`config.mk`:
```
export PLATFORM = sky130hd
export DESIGN_NAME = ueid_qr
export DESIGN_NICKNAME = d
export VERILOG_FILES = /design/src/rtl/assert_macros.svh /design/src/rtl/ueid_pkg.sv /design/src/rtl/ueid_qr.sv
export SDC_FILE = /design/constraint.sdc
export NUM_CORES = 2
export LEC_CHECK = 0
export BUFFER_PORTS_ARGS = -buffer_cell sky130_fd_sc_hd__buf_4
export CAP_MARGIN = 5
export CORE_AREA = 2 2 328 330
export CTS_CLUSTER_SIZE = 16
export DETAILED_ROUTE_END_ITERATION = 7
export DIE_AREA = 0 0 330 332
export REMOVE_ABC_BUFFERS = 1
export SETUP_SLACK_MARGIN = 0.5
export SLEW_MARGIN = 10
export SYNTH_ARGS = -nofsm -noshare
export SYNTH_HDL_FRONTEND = slang
export SYNTH_SLANG_ARGS = --single-unit
```
`constraint.sdc`:
```
create_clock -name clk -period 16.6 [get_ports clk]
set_clock_uncertainty 0.05 [all_clocks]
set_input_delay 1.66 -clock clk [delete_from_list [all_inputs] [get_ports clk]]
set_output_delay 1.66 -clock clk [all_outputs]
set_load 0.1 [all_outputs]
```
`src/rtl/assert_macros.svh`:
```
// Assertion macros included by the allocator top level
`ifndef ASSERT_MACROS_SVH
`define ASSERT_MACROS_SVH

// same-cycle implication, checked out of reset
`define ASSERT_SAME(lbl, ante, cons, msg) \
  lbl: assert property (@(posedge clk) disable iff (!rst_n) (ante) |-> (cons)) else $error(msg);

// next-cycle implication, checked out of reset
`define ASSERT_NEXT(lbl, ante, cons, msg) \
  lbl: assert property (@(posedge clk) disable iff (!rst_n) (ante) |=> (cons)) else $error(msg);

`endif

```
`src/rtl/ueid_pkg.sv`:
```
// Types and constants of the entity ID allocator
`timescale 1ns / 1ps
`default_nettype none

package ueid_pkg;

  localparam logic [31:0] QR_PRIME = 32'd4294967291;
  localparam logic [31:0] QR_HALF  = 32'd2147483645;

  localparam logic OP_CREATE = 1'b0;
  localparam logic OP_DEL    = 1'b1;

  localparam logic [1:0] ST_OK   = 2'd0;
  localparam logic [1:0] ST_FULL = 2'd1;
  localparam logic [1:0] ST_MISS = 2'd2;

  typedef struct packed {
    logic        vld;
    logic        del;
    logic        hit;
    logic        last;
    logic [31:0] key;
  } tok_t;

  typedef struct packed {
    logic        wr;
    logic        shift;
    logic [31:0] wr_data;
  } cell_ctl_t;

endpackage

`default_nettype wire

```
`src/rtl/ueid_qr.sv`:
```
// Three-stage quadratic-residue permutation modulo 2^32-5
`timescale 1ns / 1ps
`default_nettype none

module ueid_qr (
  input  wire logic          clk,
  input  wire logic          rst_n,
  input  wire logic          vld_i,
  input  wire logic          last_i,
  input  wire logic [31:0]   x_i,
  output ueid_pkg::tok_t     tok_o
);

  logic [2:0]  vld_r;
  logic [2:0]  last_r;
  logic [31:0] x1_r, x2_r;
  logic [63:0] sq_r;
  logic [34:0] f1_r;
  logic [34:0] f1_nxt;
  logic [32:0] f2;
  logic [32:0] red;
  logic [31:0] res_nxt;
  logic [31:0] res_r;

  always_ff @(posedge clk) begin
    if (!rst_n) begin
      vld_r <= '0;
    end else begin
      vld_r <= {vld_r[1:0], vld_i};
    end
  end

  assign f1_nxt = {3'b000, sq_r[31:0]} + {1'b0, sq_r[63:32], 2'b00} + {3'b000, sq_r[63:32]};

  always_comb begin
    f2  = {1'b0, f1_r[31:0]} + {28'd0, f1_r[34:32], 2'b00} + {30'd0, f1_r[34:32]};
    red = (f2 >= {1'b0, ueid_pkg::QR_PRIME}) ? f2 - {1'b0, ueid_pkg::QR_PRIME} : f2;
    if (x2_r >= ueid_pkg::QR_PRIME) begin
      res_nxt = x2_r;
    end else if (x2_r <= ueid_pkg::QR_HALF) begin
      res_nxt = red[31:0];
    end else begin
      res_nxt = ueid_pkg::QR_PRIME - red[31:0];
    end
  end

  always_ff @(posedge clk) begin
    last_r <= {last_r[1:0], last_i};
    x1_r   <= x_i;
    sq_r   <= x_i * x_i;
    x2_r   <= x1_r;
    f1_r   <= f1_nxt;
    res_r  <= res_nxt;
  end

  assign tok_o = '{vld: vld_r[2], del: 1'b0, hit: 1'b0, last: last_r[2], key: res_r};

endmodule

`default_nettype wire

```
==> impl_metrics.py <==
metrics = {
    "cts": {
        "cts_made_buffers": 17,
        "cts.repair.resized": 0,
        "holdBufCountCts": 0,
        "clk_root_buffer_cell": "sky130_fd_sc_hd__clkbuf_16",
        "worst_skew_pair.late_latency_ps": 450,
        "path_clk_slew_ps": 70,
        "post-cts-setup-buffer-count": 0,
        "clock_path_buffers": 2,
        "cts.sink_count": 199,
        "ctsHtreeMaxLevel": 4,
        "cts_tree": "built",
    },
    "sta": {
        "min_period_ps": 9960,
        "max_slew_margin_pct": 33.6,
        "final_min_period_over_clock_period_pct": 60.0,
        "setup_ws_ps": 6640,
        "hold_slack_ps": 277,
        "finalSetupTns_ps": 0,
        "rsz_0062_raised_after_global_routing": "no",
        "slew_at_the_pin_with_the_worst_max_slew_slack_ps": 994,
        "total_count_of_hold_check_failures_in_the_final_report": 0,
        "slew_violations": 0,
        "maxClockFrequency_ghz": 0.100,
        "setup_viol_count_final": 0,
    },
    "routing": {
        "drt-initial-drc-count": 1481,
        "viasPerCell": 4.83,
        "drtPass1Iterations": 8,
        "postRouteAntennaNets": 0,
        "vias": 25829,
        "drc": 8,
        "routed_wl_um": 96400,
        "route.detailed.wl_per_inst_um": 18.0,
    },
    "synthesis": {
        "synth-main-ff-cell": "sky130_fd_sc_hd__dfxtp_1",
        "synth-edff-count": 0,
        "number_of_register_bits_inferred_by_synthesis": 199,
        "synth-seq-area-share_pct": 10.5,
        "synthesis.instances": 3977,
        "netlist-cell-type-count": 82,
        "synth.avg_cell_area_um2": 9.52,
        "async_flop_share_pct": 0,
        "synthesis.yosys.warnings": 0,
        "syn-cell-area_um2": 37800,
    },
    "placement": {
        "place_congestion": 0.892,
        "place_hpwl_um": 76600,
        "port_buffers": 69,
        "pre_cts_ws_ps": 6250,
    },
    "global_route": {
        "grt_pass1_vias": 27743,
        "antenna_violations_before_repair": 1,
        "grt.total_usage_pct": 18.2,
        "grt_start_max_net_pins": 44,
        "first_pass_grt_wire_length_um": 156000,
        "grt_overflow_total": 0,
    },
    "job": {
        "drv.max_cap_violation_count": 0,
    },
    "die": {
        "num_rows": 120,
        "io-pin-count": 72,
        "die_wd_um": 330,
        "core_um2": 106000,
        "start_util_pct": 35.6,
        "design.die.area_um2": 110000,
        "die_span_y_um": 332,
    },
    "critical_path": {
        "critical_path_arrival_ps": 10270,
        "timing.critical_path.from_type": "input pin",
        "cpMostUsedCell": "sky130_fd_sc_hd__fa_1",
        "critical_path.endpoint_type": "flip-flop",
        "timing.setup.critical_path_class": "input pin to flip-flop",
        "cp_slowest_cell": "sky130_fd_sc_hd__fa_1",
        "required_worst_endpoint_ps": 16920,
        "critPathMaxFanout": 28,
        "worst_path_largest_cell_delay_ps": 550,
    },
    "cells_and_area": {
        "drive_gt1_share_pct": 3.83,
        "num-fill-cells": 10724,
        "syn_to_final_growth_pct": 6.36,
        "most-common-layout-cells": "sky130_fd_sc_hd__inv_1, sky130_fd_sc_hd__fa_1, sky130_fd_sc_hd__ha_1",
        "layout.nets": 5130,
        "ant_diodes": 0,
        "layout_commonest_cell": "sky130_fd_sc_hd__inv_1",
    },
    "run_status": {
        "failed_checks": "design-rule violations",
        "outcome": "finished with violations",
    },
    "hold_path": {
        "hold_class": "flip-flop to flip-flop",
    },
}
final timing paths:
path | startpoint | endpoint | slack, ps | cells after the start
max | x_i[7] | sq_r[61] | 6640 | 27
min | x1_r[30] | x2_r[30] | 280 | 0
max reg2reg | f1_r[32] | res_r[28] | 10140 | 18
min reg2reg | x1_r[30] | x2_r[30] | 280 | 0
through the flow:
stage	utilization, %	std cells	area (um^2)
after CTS	37.9	5349	40200
after global routing	37.9	5349	40300
after global placement	37.3	5317	39600
after detailed placement	37.3	5317	39600
final	37.9	5349	40300
after floorplan	-	3839	37300
sequential cells by signal, summed over array words and instances (netlist names):
register  count
x1_r         31
x2_r         32
sq_r         63
res_r        32
f1_r         35
vld_r         3
last_r        3
cells in the mapped netlist (all sizes together), types with 21 or more instances:
master	n	area, um^2
inv	999	3750
fa	825	16500
ha	336	4200
nand2	325	1220
and2	260	1630
dfxtp	199	3980
clkbuf	120	452
xnor2	116	1020
a21oi	110	569
nor2	93	352
o21ai	67	335
xor2	64	561
a21o	56	420
nand3	47	235
nor3	33	181
nand4	31	215
a31oi	25	156
and3	23	144
nor2b	21	131
worst max-delay path: cells and delay by family:
family | cells | cell delay (ps)
adder cells (fa/ha/maj) | 9 | 4270
AND/OR/NAND/NOR | 1 | 320
AO/OA/AOI/OAI | 10 | 2930
buffers and inverters | 6 | 940
XOR/XNOR | 1 | 130
layer usage:
layer	global-route usage, %	share of wire, %	up-vias
li1	-	-	11932
met1	25.3	44	13166
met2	31.2	50	655
met3	1.59	4.6	76
met4	3.23	1.6	0
met5	0	0	-
cells by family after synthesis:
kind of cell	count (synthesis)	synth area share, %
xor gates and xnor gates	180	4.17
DFF	199	10.5
other	1	0.00991
AOI/OAI and AO/OA	387	6.74
and+or+nand+nor	903	12.2
buffers and inverters	1138	11.4
muxes	8	0.231
adders and majority gates	1161	54.7
area by class of cell:
cell class | instances | area, um^2 | share of cell area [%]
Clock buffer | 20 | 457 | 1.13
Tap cell | 1403 | 1760 | 4.36
Clock inverter | 12 | 171 | 0.426
Sequential cell | 199 | 3980 | 9.90
Timing Repair Buffer | 75 | 563 | 1.40
Multi-Input combinational cell | 2641 | 29600 | 73.5
Inverter | 999 | 3750 | 9.31
Power is not shown: default switching activity piles up to over one toggle a cycle in this logic, so the estimate is an artifact.
