<file path="src/rtl/assert_macros.svh">
// Assertion macros included by the allocator top level
`ifndef ASSERT_MACROS_SVH
`define ASSERT_MACROS_SVH

// same-cycle implication, checked out of reset
`define ASSERT_SAME(lbl, ante, cons, msg) \
  lbl: assert property (@(posedge clk) disable iff (!rst_n) (ante) |-> (cons)) else $error(msg);

// next-cycle implication, checked out of reset
`define ASSERT_NEXT(lbl, ante, cons, msg) \
  lbl: assert property (@(posedge clk) disable iff (!rst_n) (ante) |=> (cons)) else $error(msg);

`endif

</file>
<file path="src/rtl/ueid_pkg.sv">
// Types and constants of the entity ID allocator
`timescale 1ns / 1ps
`default_nettype none

package ueid_pkg;

  localparam logic [31:0] QR_PRIME = 32'd4294967291;
  localparam logic [31:0] QR_HALF  = 32'd2147483645;

  localparam logic OP_CREATE = 1'b0;
  localparam logic OP_DEL    = 1'b1;

  localparam logic [1:0] ST_OK   = 2'd0;
  localparam logic [1:0] ST_FULL = 2'd1;
  localparam logic [1:0] ST_MISS = 2'd2;

  typedef struct packed {
    logic        vld;
    logic        del;
    logic        hit;
    logic        last;
    logic [31:0] key;
  } tok_t;

  typedef struct packed {
    logic        wr;
    logic        shift;
    logic [31:0] wr_data;
  } cell_ctl_t;

endpackage

`default_nettype wire

</file>
<file path="src/rtl/ueid_cell.sv">
// One table slot: holds an ID, compares the passing token, shifts on removal
`timescale 1ns / 1ps
`default_nettype none

module ueid_cell #(
  parameter int IDX   = 0,
  parameter int CNT_W = 9
) (
  input  wire logic                clk,
  input  wire logic                rst_n,
  input  wire ueid_pkg::tok_t      tok_i,
  output ueid_pkg::tok_t           tok_o,
  input  wire logic [CNT_W-1:0]    count_i,
  input  wire ueid_pkg::cell_ctl_t ctl_i,
  input  wire logic [31:0]         nbr_i,
  output logic [31:0]              entry_o
);

  localparam logic [CNT_W-1:0] IDX_C = CNT_W'(IDX);

  logic           live;
  logic           match;
  logic           vld_r;
  logic           mark_r;
  logic [31:0]    entry_r;
  ueid_pkg::tok_t tok_r;
  ueid_pkg::tok_t tok_nxt;

  assign live  = IDX_C < count_i;
  assign match = tok_i.vld && live && (entry_r == tok_i.key);

  always_comb begin
    tok_nxt     = tok_i;
    tok_nxt.hit = tok_i.hit | match;
  end

  always_ff @(posedge clk) begin
    if (!rst_n) begin
      vld_r  <= 1'b0;
      mark_r <= 1'b0;
    end else begin
      vld_r <= tok_i.vld;
      if (tok_i.vld && tok_i.del) begin
        mark_r <= tok_nxt.hit;
      end
    end
  end

  always_ff @(posedge clk) begin
    tok_r <= tok_nxt;
    if (ctl_i.wr && (IDX_C == count_i)) begin
      entry_r <= ctl_i.wr_data;
    end else if (ctl_i.shift && mark_r) begin
      entry_r <= nbr_i;
    end
  end

  assign tok_o   = '{vld: vld_r, del: tok_r.del, hit: tok_r.hit, last: tok_r.last,
                     key: tok_r.key};
  assign entry_o = entry_r;

endmodule

`default_nettype wire

</file>
<file path="config.mk">
export PLATFORM = sky130hd
export DESIGN_NAME = ueid_cell
export DESIGN_NICKNAME = d
export VERILOG_FILES = /design/src/rtl/assert_macros.svh /design/src/rtl/ueid_pkg.sv /design/src/rtl/ueid_cell.sv
export SDC_FILE = /design/constraint.sdc
export NUM_CORES = 1
export LEC_CHECK = 0
export ABC_AREA = 0
export BUFFER_PORTS_ARGS = -buffer_cell sky130_fd_sc_hd__buf_2
export CAP_MARGIN = 20
export CORE_ASPECT_RATIO = 2
export CORE_MARGIN = 1
export CORE_UTILIZATION = 37
export DETAILED_ROUTE_END_ITERATION = 10
export PLACE_DENSITY = 0.82
export SLEW_MARGIN = 10
export SYNTH_ARGS = -nofsm -noshare
export SYNTH_HDL_FRONTEND = slang
export SYNTH_SLANG_ARGS = --single-unit
</file>
<file path="constraint.sdc">
create_clock -name clk -period 2.6 [get_ports clk]
set_clock_uncertainty 0.1 [all_clocks]
set_input_delay 0.13 -clock clk [delete_from_list [all_inputs] [get_ports clk]]
set_output_delay 0.13 -clock clk [all_outputs]
set_load 0.1 [all_outputs]
</file>
==> results.yml <==
run_status:
  status: "complete, no violations"
detailed_routing:
  drc_errors: 0
  dr_total_vias: 2248
  antenna_left: 0
  drt_iter0_markers: 71
  viasPerCell: 4.47
  wirelength_mm: 7.51
  wire_per_inst_um: 14.9
  dr.pass1.iters: 4
sta:
  hold_viol: 0
  drv_slew: 0
  setup_viol: 0
  rsz0062_at_grt: "no"
  tightest_slew_ps: 498
  fin_tns_setup_ps: 0
  post-route-period-util: 0.919
  max_freq_mhz: 419
  max-slew-margin-rel: 0.665
  period_needed_ps: 2390
floorplanning:
  rows: 43
  die-width_um: 61.9
  initial_core_util: 0.382
  die_height_um: 122
  coreArea_um2: 6940
  die_area_um2: 7540
  num_io_pins: 181
logic_synthesis:
  synthArstFlopShare: 0
  yosys_warnings: 0
  synth_cells: 163
  synth_area_leader_cell: "edfxtp_1"
  yosys-top-cells-count: "dfxtp_1 (37), edfxtp_1 (32), mux2_4 (29)"
  syn_nets: 276
  ys_seq_area_frac: 0.641
  synthTopCellsByArea: "edfxtp_1 (36%), dfxtp_1 (28%), mux2_4 (16%)"
  ys.flop_type: "dfxtp_1"
  avgSynthCellArea_um2: 16.3
  synth_top_area_frac: 0.362
  yosysMostFrequentCell: "dfxtp_1"
  synth_edf_count: 32
  ys_seq_elements: 69
  syn_area_um2: 2650
  synthDistinctLibCells: 23
setup_path:
  crit_path_end_kind: "flop"
  worstSetupPathType: "in -> reg"
  reg2reg_slack_ps: 830
  required_ps: 2570
  r2r-start: "entry_o[21]"
  ff2ff_path_depth: 5
  setup.worst_path.start_class: "input port"
  crit_arrival_ps: 2360
  crit_fanout: 27
  r2r-end: "mark_r"
global_route:
  grtUsageTotal: 0.206
  antenna_found_initial: 0
  grt_pass1_wl_mm: 10.8
  grt_max_degree: 28
  grt_pass1_vias: 2355
  overflow: 0
final_layout:
  fillers: 515
  area_growth_pct: 69.0
  fin_nets: 521
  layout.cells.non_filler: 503
  seq_area_um2: 1700
  multi_input_area_um2: 896
  antennaDiodeCount: 0
  layout-drive-gt1-share: 0.557
pwr:
  clockPowerShare: 0.376
  combPwrFrac: 0.210
  p_int_mw: 2.08
  sequentialPowerShare: 0.414
  leakage_nw: 2.12
  vdd_drop_max_mv: 0.524
  power_density_nw_per_um2: 648
  p_switching_mw: 0.823
  swShare: 0.283
placed_design:
  dp_hpwl_mm: 5.41
  gp_congestion: 0.799
  dp.cells: 432
  numPortBuffers: 180
clocking:
  clk_latency_ps: 320
  path_clk_slew_ps: 50
  root_buffer: "clkbuf_16"
  cts_num_sinks: 69
  clockBufferDepth: 2
  tritoncts: "built"
  postCtsSetupRepairBufs: 0
  cts_max_level: 3
  cts_buffers: 9
min_path:
  min_to: "entry_o[17]"
  hold_path.class: "in -> reg"
  hold_depth: 2
  hold_start: "ctl_i[17]"
run:
  max_cap_viol_count: 0
==> worst max-delay path by stage <==
stage / startpoint / to / slack, ps / cells after the start
floorplan: count_i[6] / entry_o[0] / 180 / 5
global placement: count_i[6] / entry_o[8] / 430 / 6
detailed placement: count_i[6] / entry_o[24] / 410 / 6
CTS: count_i[6] / entry_o[14] / 220 / 7
global route: count_i[6] / entry_o[7] / 110 / 7
finish: count_i[6] / entry_o[7] / 210 / 7
==> stage by stage <==
step	total power [mW]	area (µm²)	utilization	setup slack (ps)	hold slack, ps
after detailed placement	1.77	3660	0.527	412	134
after global placement	1.76	3660	0.527	435	132
after CTS	2.92	4430	0.639	219	0.438
final	2.91	4480	0.646	211	6.04
after floorplan	1.61	2650	-	176	57.7
after global routing	3.01	4480	0.646	109	3.16
==> power groups by stage <==
stage	Clock [mW]	Sequential, mW	Combinational [mW]
2_1_floorplan	0	1.53	0.0871
3_3_place_gp	0	1.22	0.536
3_5_place_dp	0	1.22	0.544
4_1_cts	1.12	1.20	0.601
5_1_grt	1.17	1.21	0.636
6_report	1.09	1.20	0.610
==> cell usage in the layout (no fill, tap or decap) <==
cell type | Yosys | routed
dfxtp_1 | 37 | 37
xnor2_1 | 28 | 28
buf_12 | 0 | 1
a31oi_1 | 1 | 1
or4_4 | 1 | 1
nand2_2 | 1 | 1
clkbuf_16 | 0 | 9
mux2_2 | 3 | 3
a21oi_1 | 1 | 1
a2111oi_0 | 1 | 1
xor2_1 | 2 | 2
clkbuf_1 | 0 | 4
nor4_1 | 2 | 2
mux2_4 | 29 | 29
nor4_4 | 1 | 1
inv_1 | 4 | 4
edfxtp_1 | 32 | 32
buf_4 | 1 | 2
dlygate4sd3_1 | 0 | 55
o21ai_0 | 1 | 1
buf_2 | 0 | 180
nand2_1 | 3 | 3
clkinv_2 | 0 | 1
nand3_1 | 1 | 1
clkbuf_8 | 0 | 2
o221ai_1 | 1 | 1
and2_1 | 2 | 2
nand4_1 | 7 | 7
or3_1 | 1 | 1
==> cell families (layout without fill, tap and decap cells) <==
logic type,Yosys count,count (layout),share of synthesized area
xor gates and xnor gates,30,30,0.0990
buffers and inverters,8,258,0.0212
and+or+nand+nor,19,19,0.0490
muxes,32,32,0.177
DFF,69,69,0.641
AOI/OAI and AO/OA,5,5,0.0127
==> per-layer routing <==
metal | track usage | wire, µm
met5 | 0 | 0
met4 | 0.139 | 335
met3 | 0.0499 | 378
met2 | 0.373 | 4380
met1 | 0.188 | 2410
==> repair_timing <==
| item | 4_1_cts | 5_1_grt |
|---|---|---|
| hold buffers | 50 | 5 |
| gates resized for setup | 0 | 0 |
| hold endpoints to repair | 47 | 5 |
==> cell type report <==
type                    instances  area share
flip-flops and latches         69       0.379
repair buffers                238       0.331
multi-input cells              86       0.200
clock buffers                  15      0.0597
well taps                      90      0.0251
inverters                       4     0.00335
clock inverters                 1     0.00112
==> critical path: stages <==
cell and delay, ps:
buf_2 100, or4_4 540, nor4_4 260, nand2_2 220, buf_12 240, mux2_4 310, dlygate4sd3_1 560
==> state kept, by name, indices dropped and copies added (netlist names) <==
name     cells
vld_r        1
tok_o       35
mark_r       1
entry_o     32
No activity file was read; power rests on OpenSTA's default activity.
